`config.mk`:
```
export PLATFORM = sky130hd
export DESIGN_NAME = binary_to_decimal_text
export DESIGN_NICKNAME = d
export VERILOG_FILES = /design/src/bdt_pkg.sv /design/src/bdt_datapath.sv /design/src/bdt_ctrl.sv /design/src/binary_to_decimal_text.sv
export SDC_FILE = /design/constraint.sdc
export NUM_CORES = 1
export LEC_CHECK = 0
export BUFFER_PORTS_ARGS = -buffer_cell sky130_fd_sc_hd__buf_2
export CAP_MARGIN = 20
export CORE_ASPECT_RATIO = 1.4
export CORE_MARGIN = 8
export CORE_UTILIZATION = 30
export DETAILED_ROUTE_END_ITERATION = 8
export GPL_TIMING_DRIVEN = 0
export PLACE_DENSITY = 0.5
export SLEW_MARGIN = 30
export SYNTH_ARGS = -nofsm -noshare
export SYNTH_HDL_FRONTEND = slang
export SYNTH_HIERARCHICAL = 1
export SYNTH_SLANG_ARGS = --single-unit
```
`constraint.sdc`:
```
create_clock -name clk -period 10.6 [get_ports clk]
set_input_delay 0.53 -clock clk [delete_from_list [all_inputs] [get_ports clk]]
set_output_delay 0.53 -clock clk [all_outputs]
set_load 0.02 [all_outputs]
```
`src/bdt_pkg.sv`:
```
// bdt_pkg: shared types and constants for the binary to decimal text block
// beat payload structs, controller/datapath command and status, char codes
// no dependencies
package bdt_pkg;

    localparam int VALUE_BITS_DEF = 64;
    localparam int RAW_W          = 64;
    localparam int CHAR_W         = 8;

    localparam logic [CHAR_W-1:0] CHAR_MINUS = 8'h2D;
    localparam logic [CHAR_W-1:0] CHAR_ZERO  = 8'h30;
    localparam logic [CHAR_W-1:0] CHAR_NINE  = 8'h39;

    typedef struct packed {
        logic [RAW_W-1:0] raw_value;
        logic             signed_mode;
    } in_item_t;

    typedef struct packed {
        logic [CHAR_W-1:0] text_char;
        logic              last_char;
    } out_item_t;

    typedef struct packed {
        logic load;
        logic conv_step;
        logic skip_digit;
        logic emit_sign;
        logic emit_digit;
    } bdt_cmd_t;

    typedef struct packed {
        logic conv_done;
        logic top_zero;
        logic last_digit;
        logic neg;
        logic out_free;
    } bdt_status_t;

endpackage

```
`src/bdt_datapath.sv`:
```
// bdt_datapath: shift-and-add-3 binary to bcd converter, digit shifter, output register
// depends on bdt_pkg
module bdt_datapath
    import bdt_pkg::*;
#(
    parameter int VALUE_BITS = VALUE_BITS_DEF
)
(
    input  logic        clk,
    input  logic        rst_n,
    input  in_item_t    in_data,
    input  bdt_cmd_t    cmd,
    output bdt_status_t status,
    input  logic        out_ready,
    output logic        out_valid,
    output out_item_t   out_data
);

    // decimal digits of 2^VALUE_BITS - 1
    localparam int DIGITS = (VALUE_BITS * 30103) / 100000 + 1;
    localparam int BCD_W  = 4 * DIGITS;
    localparam int BCNT_W = $clog2(VALUE_BITS);
    localparam int DCNT_W = $clog2(DIGITS + 1);

    logic [VALUE_BITS-1:0] shift_reg, shift_next;
    logic [BCD_W-1:0]      bcd_reg, bcd_next, bcd_adj;
    logic [BCNT_W-1:0]     bit_cnt_reg, bit_cnt_next;
    logic [DCNT_W-1:0]     dig_cnt_reg, dig_cnt_next;
    logic                  neg_reg, neg_next;
    logic                  out_valid_reg, out_valid_next;
    out_item_t             out_data_reg, out_data_next;

    logic [VALUE_BITS-1:0] in_val;
    logic                  in_neg;
    logic [3:0]            top_digit;

    assign in_val    = in_data.raw_value[VALUE_BITS-1:0];
    assign in_neg    = in_data.signed_mode & in_val[VALUE_BITS-1];
    assign top_digit = bcd_reg[BCD_W-1 -: 4];

    // add 3 to every digit of 5 or more before the shift
    always_comb
    begin
        for (int i = 0; i < DIGITS; i++)
        begin
            if (bcd_reg[4*i +: 4] inside {[4'd5:4'd15]})
                bcd_adj[4*i +: 4] = bcd_reg[4*i +: 4] + 4'd3;
            else
                bcd_adj[4*i +: 4] = bcd_reg[4*i +: 4];
        end
    end

    always_comb
    begin
        shift_next     = shift_reg;
        bcd_next       = bcd_reg;
        bit_cnt_next   = bit_cnt_reg;
        dig_cnt_next   = dig_cnt_reg;
        neg_next       = neg_reg;
        out_valid_next = out_valid_reg;
        out_data_next  = out_data_reg;

        if (out_valid_reg && out_ready)
            out_valid_next = 1'b0;

        if (cmd.load)
        begin
            neg_next     = in_neg;
            shift_next   = in_neg ? (~in_val + 1'b1) : in_val;
            bcd_next     = '0;
            bit_cnt_next = '0;
            dig_cnt_next = DCNT_W'(DIGITS);
        end

        if (cmd.conv_step)
        begin
            bcd_next     = {bcd_adj[BCD_W-2:0], shift_reg[VALUE_BITS-1]};
            shift_next   = {shift_reg[VALUE_BITS-2:0], 1'b0};
            bit_cnt_next = bit_cnt_reg + 1'b1;
        end

        if (cmd.skip_digit || cmd.emit_digit)
        begin
            bcd_next     = {bcd_reg[BCD_W-5:0], 4'd0};
            dig_cnt_next = dig_cnt_reg - 1'b1;
        end

        if (cmd.emit_sign)
        begin
            out_valid_next          = 1'b1;
            out_data_next.text_char = CHAR_MINUS;
            out_data_next.last_char = 1'b0;
        end

        if (cmd.emit_digit)
        begin
            out_valid_next          = 1'b1;
            out_data_next.text_char = CHAR_ZERO + {4'd0, top_digit};
            out_data_next.last_char = status.last_digit;
        end
    end

    always_ff @(posedge clk or negedge rst_n)
    begin
        if (!rst_n)
        begin
            out_valid_reg <= 1'b0;
            bit_cnt_reg   <= '0;
            dig_cnt_reg   <= '0;
        end
        else
        begin
            out_valid_reg <= out_valid_next;
            bit_cnt_reg   <= bit_cnt_next;
            dig_cnt_reg   <= dig_cnt_next;
        end
    end

    always_ff @(posedge clk)
    begin
        shift_reg    <= shift_next;
        bcd_reg      <= bcd_next;
        neg_reg      <= neg_next;
        out_data_reg <= out_data_next;
    end

    assign status.conv_done  = (bit_cnt_reg == BCNT_W'(VALUE_BITS - 1));
    assign status.top_zero   = (top_digit == 4'd0);
    assign status.last_digit = (dig_cnt_reg == DCNT_W'(1));
    assign status.neg        = neg_reg;
    assign status.out_free   = !out_valid_reg || out_ready;

    assign out_valid = out_valid_reg;
    assign out_data  = out_data_reg;

    // a minus sign never ends the text
    assert property (@(posedge clk) disable iff (!rst_n)
        out_valid_reg && (out_data_reg.text_char == CHAR_MINUS) |-> !out_data_reg.last_char)
        else $error("minus sign marked as last character");

    // every beat is a minus or a decimal digit
    assert property (@(posedge clk) disable iff (!rst_n)
        out_valid_reg |-> (out_data_reg.text_char == CHAR_MINUS) ||
            ((out_data_reg.text_char >= CHAR_ZERO) && (out_data_reg.text_char <= CHAR_NINE)))
        else $error("character outside the decimal set");

    // digits are only emitted while some remain
    assert property (@(posedge clk) disable iff (!rst_n)
        cmd.emit_digit || cmd.skip_digit |-> dig_cnt_reg != '0)
        else $error("digit shifted past the end of the bcd register");

endmodule

```
`src/bdt_ctrl.sv`:
```
// bdt_ctrl: sequencer for load, bit-serial conversion, zero skip and char emission
// depends on bdt_pkg
module bdt_ctrl
    import bdt_pkg::*;
(
    input  logic        clk,
    input  logic        rst_n,
    input  logic        in_valid,
    output logic        in_ready,
    input  bdt_status_t status,
    output bdt_cmd_t    cmd
);

    typedef enum logic [2:0] {
        ST_IDLE,
        ST_CONV,
        ST_SKIP,
        ST_SIGN,
        ST_DIGIT
    } state_t;

    state_t state_reg, state_next;

    always_comb
    begin
        state_next = state_reg;
        cmd        = '0;
        in_ready   = 1'b0;
        case (state_reg)
            ST_IDLE:
            begin
                in_ready = 1'b1;
                if (in_valid)
                begin
                    cmd.load   = 1'b1;
                    state_next = ST_CONV;
                end
            end
            ST_CONV:
            begin
                cmd.conv_step = 1'b1;
                if (status.conv_done)
                    state_next = ST_SKIP;
            end
            ST_SKIP:
            begin
                // drop leading zeros, always keep the last digit
                if (status.top_zero && !status.last_digit)
                    cmd.skip_digit = 1'b1;
                else
                    state_next = status.neg ? ST_SIGN : ST_DIGIT;
            end
            ST_SIGN:
            begin
                if (status.out_free)
                begin
                    cmd.emit_sign = 1'b1;
                    state_next    = ST_DIGIT;
                end
            end
            ST_DIGIT:
            begin
                if (status.out_free)
                begin
                    cmd.emit_digit = 1'b1;
                    if (status.last_digit)
                        state_next = ST_IDLE;
                end
            end
            default:
            begin
                state_next = ST_IDLE;
            end
        endcase
    end

    always_ff @(posedge clk or negedge rst_n)
    begin
        if (!rst_n)
            state_reg <= ST_IDLE;
        else
            state_reg <= state_next;
    end

    // the output register must have room when a char is written
    assert property (@(posedge clk) disable iff (!rst_n)
        cmd.emit_sign || cmd.emit_digit |-> status.out_free)
        else $error("char written into an occupied output register");

    // at most one datapath command per cycle
    assert property (@(posedge clk) disable iff (!rst_n)
        $onehot0({cmd.load, cmd.conv_step, cmd.skip_digit, cmd.emit_sign, cmd.emit_digit}))
        else $error("conflicting datapath commands");

    // after the final digit the next value can be taken at once
    assert property (@(posedge clk) disable iff (!rst_n)
        cmd.emit_digit && status.last_digit |=> in_ready)
        else $error("input not ready after final character");

endmodule

```
`src/binary_to_decimal_text.sv`:
```
// Converts one VALUE_BITS-wide value per input beat (two's complement when signed_mode is set,
// unsigned otherwise; raw_value bits above VALUE_BITS are ignored) into its decimal ASCII text,
// one character per output beat, most significant first: a '-' for negative values, then the
// digits without leading zeros ('0' alone for zero); last_char marks the final character.
// The conversion is bit-serial shift-and-add-3, one input bit per cycle; an item occupies
// the block through its load, the conversion, the skip of leading zero digits, the step that
// leaves the zero skip and the delivery of each character (longer if out_ready stalls); no
// new value is taken before the final character is written to the output register, but the
// next value is accepted while that final character still waits in the output register.
module binary_to_decimal_text
    import bdt_pkg::*;
#(
    parameter int VALUE_BITS = VALUE_BITS_DEF
)
(
    input  logic      clk,
    input  logic      rst_n,
    input  logic      in_valid,
    output logic      in_ready,
    input  in_item_t  in_data,
    output logic      out_valid,
    input  logic      out_ready,
    output out_item_t out_data
);

    bdt_cmd_t    cmd;
    bdt_status_t status;

    bdt_ctrl u_ctrl (
        .clk      (clk),
        .rst_n    (rst_n),
        .in_valid (in_valid),
        .in_ready (in_ready),
        .status   (status),
        .cmd      (cmd)
    );

    bdt_datapath #(
        .VALUE_BITS (VALUE_BITS)
    ) u_datapath (
        .clk       (clk),
        .rst_n     (rst_n),
        .in_data   (in_data),
        .cmd       (cmd),
        .status    (status),
        .out_ready (out_ready),
        .out_valid (out_valid),
        .out_data  (out_data)
    );

endmodule

```
==> results.ini <==
[synthesis]
synth_seq_cells=166
synth_top_family_by_area=compound AO/OA/AOI/OAI gates
synthArstFlopShare_pct=9.04
muxShareOfSynthArea_pct=0.300
synth_top_area_cell=edfxtp_1
synthXorXnorAreaFrac_pct=5.29
ys_types=59
synth.most_common_cell=edfxtp_1
yosys.area_share.simple_pct=18.2
avgSynthCellArea_um2=9.68
synth_flop_cell=edfxtp_1
synth-compound-area-share_pct=20.1
netlist.area_leader.share_pct=42.0
synth_fa_ha_area_share_pct=5.28
synth_common_cells=146 x edfxtp_1, 105 x nand2_1, 103 x o21ai_0
ys_warn_count=6
synth-edff-count=146
synth_area_um2=10400
synth_area_leaders=edfxtp_1 42%, ha_1 5.3%, o21ai_0 4.9%, nand2_1 3.8%, a21oi_1 3.6%
ys_seq_area_share_pct=46.6
syn_inst=1077

[flow_run]
maxCapViolCount=0

[finish]
nets=1289
design_area_um2=12100
num_antenna_cells=0
n_fill_cell=3551
drive_gt1_share_pct=11.0
multiInputGateArea_um2=5180
largest_reg_flops=80
syn_to_final_growth_pct=15.9
seqCellArea_um2=4860

[timing]
hold_viol_final=0
slew-limit-headroom_pct=34.1
min_period_over_period_pct=34.1
fmax_mhz=277
slew_violations=0
min_period_ns=3.61
fin_setup_tns_ns=0
fin_worst_skew_ns=0.0112
tightest_slew_ns=0.980
rsz0062_at_grt=no
hold_slack_ns=0.419
setup_viol=0

[route]
vias=8672
viasPerCell=5.27
ant_nets=0
drt_drc_violations_left=0
drtPass1Iterations=5
drt_iter0_markers=558
wl_per_cell_um=17.9
wirelength_um=29500

[clock_tree]
cts_sinks=166
clockRootBuffer=clkbuf_16
cts_hold_buf=1
cts.clk_slew.worst_paths_ns=0.06
postCtsResizedCells=0
numCtsBuffers=17
cts_tree=done
cts_htree_levels=4
post-cts-setup-buffers=0
clock_path_buffers=2
worst_skew_pair.late_latency_ns=0.44

[worst_setup_path]
cp_max_fo=10
r2r-start=u_datapath/dig_cnt_reg[1]$_DFFE_PN0P_
critPathSlowestCell=nor4_2
arrival_ns=3.79
crit_path_frequent_cell=nor4_2
r2r_end=u_datapath/bcd_reg[72]$_DFFE_PP_
worst-setup-path-type=in -> reg
r2r_cells=10
cp_cell_sequence=buf_2 -> nor4_2 -> nand4_1 -> nor4_2 -> clkbuf_1 -> a211o_1 -> nand3_1
required_ns=10.78
endpoint_kind=register
critPathMaxStageDelay_ns=0.88
startpoint_type=primary input
r2r_slack_ns=7.12

[die]
io_pins=80
die_h_um=237
core-area_um2=34600
rows=81
start_util_pct=30.2
die_x_um=174
dieArea_um2=41100

[place]
dp_hpwl_um=21400
portBuffers=76
gp_congestion=0.843
postPlaceCellArea_um2=11500

[global_route]
grt_pass1_vias=8674
grt_pass1_wl_um=46800
grt_antenna_before_repair=0
grt_max_degree=47
gr-total-overflow=0
grtUsageTotal_pct=14.1

[hold_path]
min_path_cells=3
min_to=u_datapath/shift_reg[0]$_SDFFE_PP0P_
hp-start=in_data[1]
hold_path.class=in -> reg

[pwr]
p_leak_nw=4.32
power_density_nw_per_um2=312
ir_drop_mv=0.157

[status]
status=finished clean

metal layers:
layer / wire (um) / track usage (%) / part of all wire [%]
met3: 1010 / 2.37 / 3.4
met1: 12200 / 15.6 / 41
met4: 929 / 6.42 / 3.1
met2: 15400 / 26.0 / 52
met5: 0 / 0 / 0
worst max-delay path, delay by kind of cell:
kind	cells	cell delay [ns]
AO/OA/AOI/OAI	1	0.20
buffers and inverters	2	0.57
AND/OR/NAND/NOR	4	2.48
where the power goes:
group          leakage, nW  internal, mW  switching [mW]  total (mW)
Combinational         2.23         0.606            1.04        1.65
Sequential            1.80          1.25           0.216        1.47
Clock                0.292         0.391           0.264       0.656
Total                 4.32          2.25            1.52        3.77
worst max-delay path by stage:
stage | from | slack, ns | depth (start not counted) | end
global route | u_datapath/dig_cnt_reg[1]$_DFFE_PN0P_ | 6.77 | 10 | u_datapath/bcd_reg[72]$_DFFE_PP_
finish | in_data[7] | 6.99 | 7 | u_datapath/shift_reg[60]$_DFFE_PP_
global placement | out_ready | 5.07 | 7 | u_datapath/bcd_reg[3]$_SDFFE_PN0P_
floorplan | out_ready | 6.77 | 6 | u_datapath/bcd_reg[3]$_SDFFE_PN0P_
detailed placement | in_data[7] | 6.57 | 7 | u_datapath/shift_reg[60]$_DFFE_PP_
CTS | u_datapath/dig_cnt_reg[1]$_DFFE_PN0P_ | 7.00 | 10 | u_datapath/bcd_reg[72]$_DFFE_PP_
stage by stage:
stage / total power [mW] / worst slack [ns] / instances / utilization (%)
floorplan: 2.62 / 6.77 / 1078 / -
global placement: 3.10 / 5.07 / 1610 / 32.9
detailed placement: 3.13 / 6.57 / 1612 / 33.2
CTS: 3.81 / 7.00 / 1645 / 35.0
global route: 4.06 / 6.77 / 1645 / 35.0
finish: 3.77 / 6.99 / 1645 / 35.0
logic make-up after synthesis:
family / after synthesis
AND/OR/NAND/NOR: 362
multiplexers: 3
XOR/XNOR: 63
other: 2
flip-flops: 166
adder cells (fa/ha/maj): 44
buffers and inverters: 106
AO/OA/AOI/OAI: 331
final cells by class:
type                            instances  share of cell area (%)
Buffer                                 56                    2.01
Multi-Input combinational cell        806                    42.9
Inverter                               50                    1.57
Timing Repair Buffer                   79                    3.62
Sequential cell                       166                    40.2
Clock buffer                           25                    4.02
Tap cell                              456                    4.72
Clock inverter                          7                   0.994
cell usage in the layout, fill, tap and decap left out, types with 4 or more instances in the layout:
master | netlist | final
a211o_1 | 18 | 18
nand2b_1 | 29 | 29
a311o_1 | 4 | 4
clkbuf_1 | 41 | 46
o211ai_1 | 6 | 6
buf_4 | 4 | 4
o32ai_1 | 19 | 19
or4_1 | 7 | 7
or3_1 | 10 | 10
dfxtp_1 | 5 | 5
nand3_1 | 31 | 31
o31ai_1 | 14 | 14
and2_1 | 6 | 6
a21oi_1 | 76 | 76
xor2_1 | 27 | 27
ha_1 | 44 | 44
o41ai_1 | 10 | 10
nand4_1 | 24 | 24
nor3b_1 | 23 | 21
edfxtp_1 | 146 | 146
nor4_1 | 14 | 13
o21ai_0 | 103 | 103
xnor2_1 | 36 | 36
buf_1 | 7 | 7
nor2_1 | 57 | 57
clkbuf_16 | 0 | 17
a31oi_1 | 6 | 6
dfrtp_1 | 15 | 15
inv_1 | 49 | 48
a22oi_1 | 37 | 37
nor2b_1 | 15 | 15
o22ai_1 | 20 | 20
nor4_2 | 4 | 4
nand2_1 | 105 | 104
nor3_1 | 22 | 22
a22o_1 | 8 | 8
buf_2 | 2 | 78
(Power assumes the default switching activity.)
